### config.mk
export PLATFORM = sky130hd
export DESIGN_NAME = cpdec_queue
export DESIGN_NICKNAME = d
export VERILOG_FILES = /design/src/cpdec_pkg.sv /design/src/cpdec_queue.sv
export SDC_FILE = /design/constraint.sdc
export NUM_CORES = 1
export LEC_CHECK = 0
export ABC_AREA = 0
export BUFFER_PORTS_ARGS = -buffer_cell sky130_fd_sc_hd__buf_4
export CORE_MARGIN = 5
export CORE_UTILIZATION = 32
export CTS_CLUSTER_DIAMETER = 60
export DETAILED_ROUTE_END_ITERATION = 12
export SETUP_SLACK_MARGIN = 0.02
export SLEW_MARGIN = 20
export SYNTH_ARGS = -nofsm -noshare
export SYNTH_HDL_FRONTEND = slang
export SYNTH_SLANG_ARGS = --single-unit
### constraint.sdc
create_clock -name clk -period 4 [get_ports clk]
set_clock_uncertainty 0.15 [all_clocks]
set_input_delay 0.2 -clock clk [delete_from_list [all_inputs] [get_ports clk]]
set_output_delay 0.2 -clock clk [all_outputs]
set_load 0.05 [all_outputs]
### src/cpdec_pkg.sv
// Shared types, codes and constants of the cp932 decoder.
package cpdec_pkg;

	// defaults for the top-level parameters
	localparam int LEAD_ROWS_DEF   = 64;
	localparam int TRAIL_FIRST_DEF = 64;
	localparam int TRAIL_LAST_DEF  = 252;

	// entries in the queue between front and back
	localparam int QUEUE_DEPTH = 4;

	localparam logic [7:0]  ASCII_LIMIT = 8'h80;
	localparam logic [7:0]  KANA_FIRST  = 8'hA1;
	localparam logic [7:0]  KANA_LAST   = 8'hDF;
	localparam logic [15:0] KANA_BASE   = 16'hFF61;
	localparam logic [15:0] REPLACEMENT = 16'hFFFD;

	// opcodes
	localparam logic [1:0] OP_DECODE    = 2'd0;
	localparam logic [1:0] OP_LOAD_ROW  = 2'd1;
	localparam logic [1:0] OP_LOAD_CODE = 2'd2;

	typedef struct packed {
		logic [1:0]  opcode;
		logic [7:0]  data_byte;
		logic [5:0]  row_index;
		logic [7:0]  column_index;
		logic [15:0] table_code;
	} cmd_t;

	typedef struct packed {
		logic [15:0] code_point;
		logic        end_of_text;
		logic        last;
	} res_t;

	// what the back has to do with a queued command
	typedef enum logic [1:0] {
		ACT_NONE,
		ACT_ROW,
		ACT_CODE,
		ACT_BYTE
	} act_t;

	// class of a byte seen with nothing pending
	typedef enum logic [1:0] {
		CLS_EOT,
		CLS_CHAR,
		CLS_LEAD
	} cls_t;

	typedef struct packed {
		act_t        act;
		cls_t        cls;
		logic [15:0] cp;         // code point for a single-byte character
		logic [7:0]  data;       // text byte or lead value
		logic        trail_ok;   // byte lies in the trail range
		logic [5:0]  row;
		logic [7:0]  col;        // trail offset
		logic [15:0] table_code;
	} ent_t;

endpackage

### src/cpdec_queue.sv
// Short FIFO of classified entries between front and back.
module cpdec_queue import cpdec_pkg::*; (
	input  logic clk,
	input  logic arst_n,
	input  logic push_valid,
	output logic full,
	input  ent_t push_ent,
	input  logic pop,
	output logic empty,
	output ent_t head
);

	localparam int PtrW = (QUEUE_DEPTH > 1) ? $clog2(QUEUE_DEPTH) : 1;
	localparam int CntW = $clog2(QUEUE_DEPTH + 1);

	ent_t            slot_q [QUEUE_DEPTH];
	logic [PtrW-1:0] wr_ptr_q;
	logic [PtrW-1:0] rd_ptr_q;
	logic [CntW-1:0] count_q;
	logic            push;
	logic            take;

	assign full  = count_q == CntW'(QUEUE_DEPTH);
	assign empty = count_q == '0;
	assign push  = push_valid && !full;
	assign take  = pop && !empty;
	assign head  = slot_q[rd_ptr_q];

	function automatic logic [PtrW-1:0] next_ptr(input logic [PtrW-1:0] p);
		return (p == PtrW'(QUEUE_DEPTH - 1)) ? '0 : p + 1'b1;
	endfunction

	always_ff @(posedge clk or negedge arst_n) begin
		if (!arst_n) begin
			wr_ptr_q <= '0;
			rd_ptr_q <= '0;
			count_q  <= '0;
		end else begin
			if (push) wr_ptr_q <= next_ptr(wr_ptr_q);
			if (take) rd_ptr_q <= next_ptr(rd_ptr_q);
			if (push && !take) begin
				count_q <= count_q + 1'b1;
			end else if (take && !push) begin
				count_q <= count_q - 1'b1;
			end
		end
	end

	always_ff @(posedge clk) begin
		if (push) slot_q[wr_ptr_q] <= push_ent;
	end

endmodule

Yosys cells after proc, flatten, opt, wreduce, memory -nomap -nowiden
Memories as Yosys holds them, arrays and structs flattened.
Cells that the tools add are included.
{ "classes": {"reduce_logical": 10, "mux": 6, "add_sub_neg": 4, "n_eq_ne": 3} }
{ "ops": {"columns": ["operator", "n"], "rows": [
  ["$mux 3", 2],
  ["$add 2x1->2 const B", 2],
  ["$eq 2x2->1 const B", 2],
  ["$logic_and 1x1->1", 4],
  ["$logic_not 1->1", 4],
  ["$mux 2", 2],
  ["$add 3x1->3 const B", 1],
  ["$eq 3x3->1 const B", 1],
  ["$logic_not 3->1", 1],
  ["$sub 3x1->3 const B", 1],
  ["$mux 1", 2],
  ["$reduce_bool 2->1", 1]
]} }
{ "totals": {"ram_bits": 236, "ff_bits": 7, "mem_count": 1, "elab_cells": 27, "output_inout_bits": 61} }
{ "memory_table": {"columns": ["memory", "words", "width", "read_ports", "rd_clocked_by_memory_dff", "wr", "line", "text"], "rows": [
  ["slot_q", 4, 59, 1, 0, 1, "cpdec_queue.sv:16", "ent_t slot_q [QUEUE_DEPTH];"]
]} }

Depth between registers and ports, before layout
{ "depth": {"ltp_word": 7, "depth_mapped": 8} }

Worst setup path before layout
No wires, ideal clock.
{ "synth_timing": {"kind": "flip-flop to flip-flop", "from": "register count_q[2]", "to": "memory slot_q[3][0] (netlist name), enable pin", "stages_incl_launch_ff": 3, "period_less_slack_ns": 3.780, "required_time_ns": 3.373, "arrival_time_ns": 3.152, "setup_ns": 0.477, "path_slack_ns": 0.220, "cell_sequence": "dfrtp_1 nor3b_4 nor2_1"} }
{ "synth_via": {"elab_chain_cells": 5} }
{ "synth_rtl": {"columns": ["element", "line", "text"], "rows": [
  ["start, declared", "cpdec_queue.sv:19", "logic [CntW-1:0] count_q;"],
  ["start signal, assigned", "cpdec_queue.sv:42", "count_q <= count_q + 1'b1;"],
  ["start signal, assigned", "cpdec_queue.sv:44", "count_q <= count_q - 1'b1;"],
  ["$eq 3x3->1", "cpdec_queue.sv:23", "assign full = count_q == CntW'(QUEUE_DEPTH);"],
  ["net full", "cpdec_queue.sv:6", "output logic full,"],
  ["$logic_not 1->1", "cpdec_queue.sv:25", "assign push = push_valid && !full;"],
  ["$logic_and 1x1->1", "cpdec_queue.sv:25", null],
  ["$mux 1", "cpdec_queue.sv:50", "if (push) slot_q[wr_ptr_q] <= push_ent;"],
  ["$mux 1 (not written as such)", "cpdec_queue.sv:50", null],
  ["end, declared", "cpdec_queue.sv:16", null]
]} }
The timed path passes the listed nets, and every way through them passes these cells.

==> key figures <==
Timing
  • Final Setup Violations: 0
  • Unrepaired setup endpoints after global routing: no
  • Worst slew pin tran: 0.9733 ns
  • Sum Neg Setup Slack: 0 ns
  • Max-slew headroom: 35.11%
  • Period utilisation layout: 70.89%
  • Final number of hold-violating endpoints: 0
  • Highest Clock Rate: 0.3527 GHz
  • Period minus WS final: 2.835 ns
  • Slew Viols, Final: 0

Floorplanning
  • Cell Rows: 61
  • Ports: 124
  • Area of the die: 0.03170 mm2
  • Die Span Y: 178.1 um
  • Core area: 0.02786 mm2
  • Initial Util: 32.44%
  • Die width: 178.1 um

Routing
  • Via-to-Cell Ratio: 4.447
  • Drt pass-1 iters: 4
  • Avg WL per Cell: 18.35 um
  • Post-route DRC violation count: 0
  • Post-DRT Antenna Nets: 0
  • DR iter-0 viols: 221
  • Vias: 4202
  • Drt total wl: 17.34 mm

Critical path
  • Setup crit start: rd_ptr_q[0]
  • Crit start category: flop
  • Critical Path End Type: output port
  • Worst reg2reg path depth: 7
  • Worst Path Arrival: 2.49 ns
  • Reg2reg setup slack: 1.72 ns
  • Critical path class: flop to output port
  • Req. time, crit path: 3.65 ns
  • CP Max Fanout: 35
  • FF-to-FF Start: count_q[0]

Cells and area
  • Register Area: 0.007269 mm2
  • ANT cells: 0
  • Share of layout cells above drive strength 1: 41.62%
  • P&R area growth vs syn: 31.33%
  • Final net count: 619
  • Layout fillers: 2412
  • Multi-input logic area: 0.001614 mm2
  • Layout Cells excl Fill: 945
  • Most frequent cells in the layout: 236 x edfxtp_1, 123 x buf_4, 63 x dlygate4sd3_1
  • Commonest non-fill, non-tap cell in the layout: edfxtp_1

Clocking
  • Clock sink count: 243
  • CTS root buffer: clkbuf_16
  • Setup bufs post-CTS: 0
  • Post-CTS Resized: 0
  • H-tree levels: 1
  • Clock transition at the registers of the reported paths: 0.06 ns
  • Num CTS Buffers: 26
  • CTS tree: built
  • Clock Latency Late Sink: 0.51 ns
  • Clock buffer depth: 3
  • # hold bufs at CTS: 63

Pwr
  • Pwr Density: 822.4 mW/mm2
  • Gate power share: 37.2%
  • Reg power frac: 38.1%
  • Lkg Pwr: 4.070 nW
  • Clock Power Share: 24.7%
  • Switching Share: 36.47%
  • Power Internal: 6.201 mW
  • Worst vdd ir: 0.5368 mV
  • Net Sw Power: 3.559 mW
  • Total design power: 9.761 mW

Placement
  • Port bufs: 123
  • Final HPWL DP: 9.944 mm
  • Post-placement cell count: 835
  • Routability cong.: 0.6494

Yosys
  • Syn Inst Count: 346
  • Yosys warns: 0
  • Register area share after synthesis: 80.35%
  • Mapped Area: 0.009037 mm2
  • Post-synthesis cell type count: 23
  • Synth Register Bits: 243
  • Syn avg cell area: 26.12 um2
  • Syn nets: 416

Hold path
  • Hold Crit Class: input pin to flop
  • Hold Startpoint: push_ent[43]
  • Hold depth: 2

Global route
  • Initial antenna violation count: 0
  • Vias in the first global route: 4672
  • Tot GR Track Use: 10.94%
  • Pin count of the biggest net entering global routing: 62
  • GRT Residual Overflow: 0
  • First-pass GRT wire length: 26.92 mm

Run status
  • Status: finished, final reports clean

Flow run
  • Max_cap viols: 0
-- metrics by stage --
step / hold WS (ns) / worst slack (ns) / cell area (um2) / util [%]
2_1_floorplan: -0.2456 / 0.2203 / 9037 / -
3_3_place_gp: -0.1328 / 1.611 / 10330 / 37.09
3_5_place_dp: -0.1282 / 1.558 / 10330 / 37.09
4_1_cts: 0.2518 / 1.048 / 11840 / 42.51
5_1_grt: 0.2558 / 0.9865 / 11870 / 42.61
6_report: 0.2812 / 1.165 / 11870 / 42.61
-- logic make-up (layout without fill, tap and decap cells) --
kind of cell	after synthesis	after routing	synth area share, %
flip-flops	243	243	80.35
multiplexers	63	63	15.28
AO/OA/AOI/OAI	2	2	0.2215
XOR/XNOR	3	3	0.2908
AND/OR/NAND/NOR	11	11	0.8445
buffers and inverters	17	238	1.952
adder cells (fa/ha/maj)	7	7	1.052
-- flip-flops by register name (all words and copies together), names as in the netlist --
| register | flops |
|---|---|
| wr_ptr_q | 2 |
| count_q | 3 |
| rd_ptr_q | 2 |
| slot_q | 236 |
-- final cells by class --
type / instances / share of cell area, %
clock buffer: 29 / 5.756
clock inverter: 17 / 1.655
inverter: 3 / 0.09488
multi-input combinational: 86 / 13.60
sequential: 243 / 61.25
tap: 378 / 3.985
timing repair buffer: 189 / 13.66
-- worst paths after layout --
kind | endpoint
max in group asynchronous | rd_ptr_q[0]
min reg2reg | count_q[2]
min in group asynchronous | count_q[1]
max | head[15]
max reg2reg | count_q[2]
min | slot_q[0][43]
-- worst max-delay path, stage by stage (launching register included) --
cell	delay (ns)
dfrtp_4	0.78
buf_12	0.34
mux4_2	0.58
buf_4	0.21
-- power groups by stage --
stage | combinational (mW) | sequential [mW] | clock [mW]
floorplan | 2.89 | 3.54 | 0
global placement | 3.62 | 3.77 | 0
detailed placement | 3.65 | 3.80 | 0
CTS | 3.71 | 3.75 | 2.49
global route | 3.84 | 3.80 | 2.60
finish | 3.63 | 3.72 | 2.41
-- synth_stat cells, drive strengths merged --
cell type / number / area, um2
xnor2: 1 / 8.760
fa: 1 / 20.02
nand2: 1 / 3.750
nor2b: 1 / 13.76
a21o: 1 / 7.510
o31ai: 1 / 12.51
xor2: 2 / 17.52
mux2: 4 / 52.55
nor3b: 1 / 18.77
edfxtp: 236 / 7087
ha: 6 / 75.07
mux4: 59 / 1329
nor3: 2 / 10.01
clkbuf: 1 / 3.750
nor2: 3 / 11.26
and2: 3 / 18.77
dfrtp: 7 / 175.2
inv: 3 / 11.26
buf: 13 / 161.4
-- layer usage --
metal	up-vias	wire (um)	track usage (%)	share of wire, %
met4	0	259	2.417	1.5
met1	2183	7214	14.16	42
met2	106	8857	18.97	51
met3	27	1007	2.437	5.8
met5	-	0	0	0
li1	1886	-	-	-
Note: power is estimated with default switching activity, not from simulation.
