<file path="src/cpdec_pkg.sv">
// Shared types, codes and constants of the cp932 decoder.
package cpdec_pkg;

	// defaults for the top-level parameters
	localparam int LEAD_ROWS_DEF   = 64;
	localparam int TRAIL_FIRST_DEF = 64;
	localparam int TRAIL_LAST_DEF  = 252;

	// entries in the queue between front and back
	localparam int QUEUE_DEPTH = 4;

	localparam logic [7:0]  ASCII_LIMIT = 8'h80;
	localparam logic [7:0]  KANA_FIRST  = 8'hA1;
	localparam logic [7:0]  KANA_LAST   = 8'hDF;
	localparam logic [15:0] KANA_BASE   = 16'hFF61;
	localparam logic [15:0] REPLACEMENT = 16'hFFFD;

	// opcodes
	localparam logic [1:0] OP_DECODE    = 2'd0;
	localparam logic [1:0] OP_LOAD_ROW  = 2'd1;
	localparam logic [1:0] OP_LOAD_CODE = 2'd2;

	typedef struct packed {
		logic [1:0]  opcode;
		logic [7:0]  data_byte;
		logic [5:0]  row_index;
		logic [7:0]  column_index;
		logic [15:0] table_code;
	} cmd_t;

	typedef struct packed {
		logic [15:0] code_point;
		logic        end_of_text;
		logic        last;
	} res_t;

	// what the back has to do with a queued command
	typedef enum logic [1:0] {
		ACT_NONE,
		ACT_ROW,
		ACT_CODE,
		ACT_BYTE
	} act_t;

	// class of a byte seen with nothing pending
	typedef enum logic [1:0] {
		CLS_EOT,
		CLS_CHAR,
		CLS_LEAD
	} cls_t;

	typedef struct packed {
		act_t        act;
		cls_t        cls;
		logic [15:0] cp;         // code point for a single-byte character
		logic [7:0]  data;       // text byte or lead value
		logic        trail_ok;   // byte lies in the trail range
		logic [5:0]  row;
		logic [7:0]  col;        // trail offset
		logic [15:0] table_code;
	} ent_t;

endpackage

</file>
<file path="src/cpdec_front.sv">
// Front: classifies each incoming command into a queue entry.
module cpdec_front import cpdec_pkg::*; #(
	parameter int LEAD_ROWS   = LEAD_ROWS_DEF,
	parameter int TRAIL_FIRST = TRAIL_FIRST_DEF,
	parameter int TRAIL_LAST  = TRAIL_LAST_DEF
) (
	input  cmd_t cmd,
	output ent_t ent
);

	localparam int Span = TRAIL_LAST - TRAIL_FIRST + 1;
	localparam logic [7:0] TrailFirst8 = 8'(TRAIL_FIRST);
	localparam logic [7:0] TrailLast8  = 8'(TRAIL_LAST);

	logic row_ok;
	logic col_ok;

	assign row_ok = 32'(cmd.row_index) < 32'(LEAD_ROWS);
	assign col_ok = (Span > 0) && (32'(cmd.column_index) < 32'(Span));

	always_comb begin
		ent            = '0;
		ent.data       = cmd.data_byte;
		ent.row        = cmd.row_index;
		ent.table_code = cmd.table_code;
		ent.trail_ok   = (cmd.data_byte >= TrailFirst8) && (cmd.data_byte <= TrailLast8);

		if (cmd.data_byte == 8'd0) begin
			ent.cls = CLS_EOT;
			ent.cp  = '0;
		end else if (cmd.data_byte < ASCII_LIMIT) begin
			ent.cls = CLS_CHAR;
			ent.cp  = {8'd0, cmd.data_byte};
		end else if (cmd.data_byte inside {[KANA_FIRST:KANA_LAST]}) begin
			ent.cls = CLS_CHAR;
			ent.cp  = KANA_BASE + 16'(cmd.data_byte - KANA_FIRST);
		end else begin
			ent.cls = CLS_LEAD;
			ent.cp  = '0;
		end

		case (cmd.opcode)
			OP_DECODE: begin
				ent.act = ACT_BYTE;
				ent.col = cmd.data_byte - TrailFirst8;
			end
			OP_LOAD_ROW: begin
				ent.act = row_ok ? ACT_ROW : ACT_NONE;
			end
			OP_LOAD_CODE: begin
				ent.act = (row_ok && col_ok) ? ACT_CODE : ACT_NONE;
				ent.col = cmd.column_index;
			end
			default: begin
				ent.act = ACT_NONE;
			end
		endcase
	end

endmodule

</file>
<file path="config.mk">
export PLATFORM = sky130hd
export DESIGN_NAME = cpdec_front
export DESIGN_NICKNAME = d
export VERILOG_FILES = /design/src/cpdec_pkg.sv /design/src/cpdec_front.sv
export SDC_FILE = /design/constraint.sdc
export NUM_CORES = 1
export LEC_CHECK = 0
export CAP_MARGIN = 20
export CORE_MARGIN = 2
export CORE_UTILIZATION = 40
export DETAILED_ROUTE_END_ITERATION = 10
export DONT_BUFFER_PORTS = 1
export PLACE_DENSITY_LB_ADDON = 0.05
export REMOVE_ABC_BUFFERS = 1
export SETUP_SLACK_MARGIN = 0.5
export SYNTH_ARGS = -nofsm -noshare
export SYNTH_HDL_FRONTEND = slang
export SYNTH_SLANG_ARGS = --single-unit
</file>
<file path="constraint.sdc">
create_clock -name vclk -period 5
set_input_delay 0.5 -clock vclk [all_inputs]
set_output_delay 0.5 -clock vclk [all_outputs]
set_load 0.01 [all_outputs]
</file>
# After elaboration in Yosys (flattened, before gate mapping)
# Index checks and enable logic that the tools add are counted.
[totals]
reg_bits = 0
rom_bits = 0
mem_count = 0
latchBits = 0
out_inout_bits = 59
wordCells = 21
ramBits = 0
[op_classes]
mul = 0
add_sub_neg = 3
shifts = 0
muxes = 6
bitwise = 0
n_reduce_logical = 4
order_cmp = 6
n_div = 0
n_eq_ne = 2
[op_table]
columns = ["op", "n"]
rows = [
  ["2-to-1 mux 18 bit", 3],
  ["less-or-equal comparator 8 bit, second input constant", 2],
  ["< comparator 8 bit, second input constant", 2],
  ["one-hot mux 8 bit (2 select lines)", 1],
  ["adder 9 x 9 -> 10 bit, first input constant", 1],
  ["subtractor 8 x 8 -> 9 bit, second input constant", 1],
  [">= comparator 8 x 7 -> 1 bit, second input constant", 1],
  [">= comparator 8 bit, second input constant", 1],
  ["logical NOT 8 bit", 1],
  ["subtractor 8 x 7 -> 8 bit, second input constant", 1],
  ["one-hot mux 2 bit (3 select lines)", 1],
  ["equality test 2 x 1 -> 1 bit, second input constant", 1],
  ["equality test 2 bit, second input constant", 1],
  ["logical AND 1 bit", 2],
  ["logical NOT 2 bit", 1],
  ["2-to-1 mux 2 bit", 1],
]

# Depth between registers and ports, before layout
# Gate-level depths: netlist (run 1).
[logic_depth]
depth_word = 5
ltp_mapped = 9
depth_no_buf = 7

# Worst setup path before layout (run 1)
# OpenSTA, ideal clock, no wires.
[synth_path]
kind = "input -> output"
start = "input port cmd[30] (netlist name)"
end = "output port ent[49] (netlist name)"
arrival_time_ps = 2210
slack_ps = 2290
n_path_buf = 3
cell_stages = 9
required_time_ps = 4500
cell_sequence = "buf_2 > inv_1 > ha_1 > clkbuf_1 > and2_1 > nand3_1 > nand4_1 > nor2_1 > buf_4"
[synth_lines]
columns = ["element", "line", "rtl"]
rows = [
  ["start: declaration", "cpdec_front.sv:7", "input cmd_t cmd,"],
  ["end: declaration", "cpdec_front.sv:8", "output ent_t ent"],
]

==> impl_results.md, run 1 <==
- DIE HEIGHT: about 53 µm
- GR Util met1: 0.283
- Max Cap Viol: 0
- Antenna cells: 0
- Die X: 53.4 µm
- GR peak layer: met1
- Top-area cell type share of the netlist area: 0.284
- Nets: ~150
- Post-synthesis xor/xnor area fraction: 0.0179
- Filler Cells Inserted: between 200 and 300
- Final hold vios: 0
- Met3 Usage GRT: 0.113
- Multiplexer share of the synthesized area: 0.0615
- Vias in the first global route: 786
- Synthesized-area fraction occupied by adder cells: 0.0640
- Switching share of power: 0.625
- Clock Power Share: 0
- Rows: 17
- Unrepaired setup endpoints after global routing: false
- GRT Util Overall: 0.197
- Final Non-Filler Cells: ~130
- Antenna violations before repair: 0
- IO Port Bufs: 0
- First-pass GRT wire length: 4000 µm
- FFs & Latches: 0
- Commonest non-fill, non-tap cell in the layout: nor2_1
- Pwr dens: 77.9 nW/µm²
- Post-Synth Simple-Gate Area: 0.286
- GPL Wtd Cong: 0.744
- # setup viols final: 0
- Max_slew headroom: 0.549
- I/O pins: roughly 100
- Footprint of the multi-input gates: about 630 µm²
- Antenna-violating nets left: 0
- Hold Buf Count CTS: 0
- WL/cell: ~22 µm
- First DRT Iteration DRCs: 20
- Crit start category: primary input
- Final setup TNS: 0 ps
- Max VDD drop: about 0.026 mV
- Worst path arrival time: between 2000 and 2500 ps
- Total grt overflow: 0
- Post-CTS sizing: 0
- Min Tclk post-route: approximately 2700 ps
- Core ar.: ~2300 µm²
- Starting Density: 0.433
- Post-synthesis sequential area ratio: 0
- Max Freq: 0.370 GHz
- Drt via density: around 6.4
- Tcrit/Tclk final: 0.541
- Share of layout cells above drive strength 1: 0.0673
- Top cells by area, synth: buf_4 (28%), nor2_1 (6.9%), ha_1 (6.4%)
- Internal cell power: a little over 0.02 mW
- Worst Setup SP: cmd[31]
- DIE AREA: about 2900 µm²
- Worst min-delay path class: primary input to primary output
- Final Max Tran Viols: 0
- Final hold slack: between 1000 and 1500 ps
- Post-synth cell types: 40
- Worst Tran Pin Value: around 670 ps
- Sw Pwr: between 0.03 and 0.04 mW
- Synth Area per Inst: about 6.6 µm²
- Crit-path max FO: 10
- Largest family of logic cells by synthesized area: buffers and inverters
- Vias: approximately 840
- Inst Count DP: about 130
- Reg area: 0 µm²
- Largest net degree at the start of global routing: 14
- DR pass1 iterations: 4
- CP endpoint: ent[45]
- Flop pwr share: 0
- Most frequent cells in the layout: nor2_1 (18), nand2_1 (10), inv_1 (6), a21oi_1 (6), mux2i_1 (6)
- Syn Std Cell Area: 977 µm²
- Post-Route WL: just under 3000 µm
- Number of post-CTS setup repair buffers: 0
- Worst endpoint required time: around 4500 ps
- Clock buffers: 0
- Number of remaining DRC errors: 0
- Compound-Gate Fraction of Synth Area: 0.219
- Combinational power share: 1.000
- Worst setup path class: primary input to primary output
- Status: completed
- DP HPWL: ~2300 µm
- Post-synth top area cell: buf_4
- Gate Count Post-Synth: ~150
- Area delta synth->final: -28.2%
- Leakage: 0.265 nW
- CP endpoint kind: primary output
- Met2 Usage GRT: 0.261
- Synth warn: 0
## critical path, cell delays in order
cell and delay [ps]:
inv_1 40, ha_1 280, and2_1 210, nand3_1 200, nand4_1 290, o311ai_0 680
## power groups by stage
stage	combinational (mW)	sequential, mW	clock [mW]
2_1_floorplan	0.0455	0	0
3_3_place_gp	0.0555	0	0
4_1_cts	0.0549	0	0
3_5_place_dp	0.0545	0	0
6_report	0.0547	0	0
5_1_grt	0.0612	0	0
## final cells by class
class,count,share of cell area
Tap cell,28,0.0499
Multi-Input combinational cell,96,0.902
Timing Repair Buffer,1,0.0107
Inverter,7,0.0374
## Yosys cell counts (all sizes together), types with 2 or more instances
| library cell | n |
|---|---|
| buf | 42 |
| nor2 | 18 |
| nand2 | 10 |
| a21oi | 6 |
| inv | 6 |
| mux2i | 6 |
| ha | 5 |
| o21ai | 5 |
| a31oi | 4 |
| nand3 | 4 |
| nor2b | 4 |
| and2 | 3 |
| clkbuf | 3 |
| nand4 | 3 |
| nor3 | 3 |
| o311ai | 3 |
| a21boi | 2 |
| nand2b | 2 |
| nor3b | 2 |
| nor4 | 2 |
| xor2 | 2 |
## metrics by stage
step / util / total power [mW] / instance area [µm²] / setup WS, ps
2_1_floorplan: - / 0.0455 / 659 / 2210
3_3_place_gp: 0.311 / 0.0555 / 702 / 2350
3_5_place_dp: 0.311 / 0.0545 / 702 / 2300
4_1_cts: 0.311 / 0.0549 / 702 / 2290
5_1_grt: 0.311 / 0.0612 / 702 / 2120
6_report: 0.311 / 0.0547 / 702 / 2290
## per-layer routing
| metal | vias to the layer above | wire length (µm) |
|---|---|---|
| li1 | 392 | - |
| met1 | 376 | 1330 |
| met2 | 71 | 1130 |
| met3 | 0 | 419 |
| met4 | 0 | 0 |
| met5 | - | 0 |
## logic make-up after synthesis
group	count (synthesis)
AOI/OAI and AO/OA	30
xor gates and xnor gates	2
adders and majority gates	5
buffers and inverters	52
muxes	6
and+or+nand+nor	53
## how the worst min path moves through the flow
stage                 start  endpoint  slack, ps  cells past startpoint
finish              cmd[33]   ent[34]       1000                      0
global route        cmd[33]   ent[34]       1000                      0
CTS                 cmd[37]   ent[38]       1000                      0
detailed placement  cmd[37]   ent[38]       1000                      0
global placement    cmd[37]   ent[38]       1000                      0
floorplan            cmd[0]    ent[0]       1000                      0
Power figures use the tool's default switching activity.
==> inputs of run 2 (changes only) <==
clock period = 2.3 ns   (was 5 ns; I/O delays follow)
==> run 2 against run 1 <==
Effect of this change: cell count increased by 5.3%; die area did not move; global-route usage grew 0.68 points; first-iteration DRC count rose by 110%; power grew to 2.7 times the previous value; utilization is 5.6 points higher; worst setup slack worse by 1800 ps; count of clock-buffer cells in the layout stayed put; wire length is 3.9% higher; combinational power increased to 2.7 times the previous value; via count up 7.9%.
==> impl_results.md, run 2 (synthesis gave the netlist of run 1 again) <==
- Max Cap Viol: 0 (unchanged)
- Number of remaining DRC errors: 0 (unchanged)
- Starting Density: 0.433 (unchanged)
- Internal cell power: 0.0651 mW (was 0.0205 mW)
- Overall Power: 0.150 mW (was 0.0547 mW)
- Leakage: 0.310 nW (was 0.265 nW)
- Final Max Tran Viols: 0 (unchanged)
- IO Port Bufs: 0 (unchanged)
- Vias: 905 (was 839)
- Worst endpoint required time: 2070 ps (was 4500 ps)
- CP endpoint kind: primary output (unchanged)
- Inst Count DP: 137 (was 132)
- I/O pins: 99 (unchanged)
- Flop pwr share: 0 (about the same)
- Total grt overflow: 0 (unchanged)
- Core ar.: 2250 µm² (unchanged)
- Slowest CP cell: or4_4 (was o311ai_0)
- Area delta synth->final: -15.2% (was -28.2%)
- DIE AREA: 2850 µm² (unchanged)
- Max_slew headroom: 0.675 (was 0.549)
- Worst setup path class: primary input to primary output (unchanged)
- Worst Tran Pin Value: 483 ps (was 669 ps)
- Final Non-Filler Cells: 139 (was 132)
- Crit-path max FO: 13 (was 10)
- Max Freq: 0.558 GHz
- # setup viols final: 0 (unchanged)
- Die X: 53.4 µm (unchanged)
- Buf/Inv on CP: 0 (was 1)
- DIE HEIGHT: 53.4 µm (unchanged)
- FFs & Latches: 0 (unchanged)
- Most frequent cells in the layout: nor2_1 (17), nand2_1 (10), inv_1 (6), mux2i_1 (6), buf_4 (6) (was nor2_1 (18), nand2_1 (10), inv_1 (6), a21oi_1 (6), mux2i_1 (6))
- Max VDD drop: 0.0589 mV (was 0.0265 mV)
- Drt via density: 6.51 (was 6.36)
- Combinational power share: 1.000 (about the same)
- CP max stage delay: 560 ps (was 680 ps)
- Final setup TNS: 0 ps (unchanged)
- Share of layout cells above drive strength 1: 0.216 (was 0.0673)
- Final hold vios: 0 (unchanged)
- Post-Route WL: 3000 µm (was 2880 µm)
- Antenna cells: 0 (unchanged)
- Reg area: 0 µm² (unchanged)
- Worst path arrival time: 1560 ps (was 2210 ps)
- Nets: 158 (was 151)
- Antenna-violating nets left: 0 (unchanged)
- Filler Cells Inserted: 259 (was 252)
- Clock buffers: 0 (unchanged)
- WL/cell: 21.5 µm (was 21.8 µm)
- Vias in the first global route: 804 (was 786)
- Min Tclk post-route: around 1800 ps
- GRT Util Overall: 0.204 (was 0.197)
- Top delay family on crit path: simple AND/OR/NAND/NOR gates (unchanged)
- First-pass GRT wire length: 4190 µm (was 4000 µm)
- Antenna violations before repair: 0 (unchanged)
- DR pass1 iterations: 4 (unchanged)
- Largest net degree at the start of global routing: 14 (unchanged)
- Worst min-delay path class: primary input to primary output (unchanged)
- GPL Wtd Cong: 0.760 (was 0.744)
- Switching share of power: 0.564 (was 0.625)
- Tcrit/Tclk final: 0.779
- Rows: 17 (unchanged)
- Status: completed (unchanged)
- Pwr dens: 181 nW/µm² (was 77.9 nW/µm²)
- Crit start category: primary input (unchanged)
- Footprint of the multi-input gates: 699 µm² (was 633 µm²)
- First DRT Iteration DRCs: 42 (was 20)
- Unrepaired setup endpoints after global routing: true (was false)
- DP HPWL: 2350 µm (was 2290 µm)
- Sw Pwr: 0.0844 mW (was 0.0341 mW)
- Critical-path cell list: or4_4, o21ai_1, a21oi_1, o31a_1, nor4_4 (was inv_1, ha_1, and2_1, nand3_1, nand4_1, o311ai_0)
- Commonest non-fill, non-tap cell in the layout: nor2_1 (unchanged)
- Clock Power Share: 0 (about the same)
==> run 2: cell type report <==
| type | instances | area share |
|---|---|---|
| timing repair buffer | 8 | 0.0816 |
| tap | 28 | 0.0423 |
| multi-input combinational | 96 | 0.844 |
| inverter | 7 | 0.0317 |
==> run 2: worst paths after layout <==
path                 from       to  slack (ps)  cells after the start
setup / recovery  cmd[30]  ent[46]         510                      5
hold / removal    cmd[33]  ent[34]         460                      0
==> run 2: layer usage <==
| metal | track usage | wire (µm) |
|---|---|---|
| met1 | 0.270 | 1330 |
| met2 | 0.300 | 1260 |
| met5 | 0.0476 | 0 |
| met3 | 0.110 | 402 |
| met4 | 0.00427 | 5 |
==> run 2: stage by stage <==
step	util	area [µm²]	hold WS [ps]	setup WS, ps
finish	0.367	828	460	507
global route	0.367	828	460	419
CTS	0.343	773	460	467
detailed placement	0.328	739	460	295
global placement	0.328	739	460	330
floorplan	-	659	460	51.5
==> run 2: power groups by stage <==
stage	clock (mW)	sequential (mW)	combinational, mW
final	0	0	0.150
after global routing	0	0	0.166
after CTS	0	0	0.137
after detailed placement	0	0	0.128
after global placement	0	0	0.130
after floorplan	0	0	0.0990
==> run 2: timing repair <==
item,4_1_cts,5_1_grt
hold buffers,0,0
buffers inserted,1,1
endpoints found under the setup margin,13,16
resized for setup,6,15
pin swaps,1,3
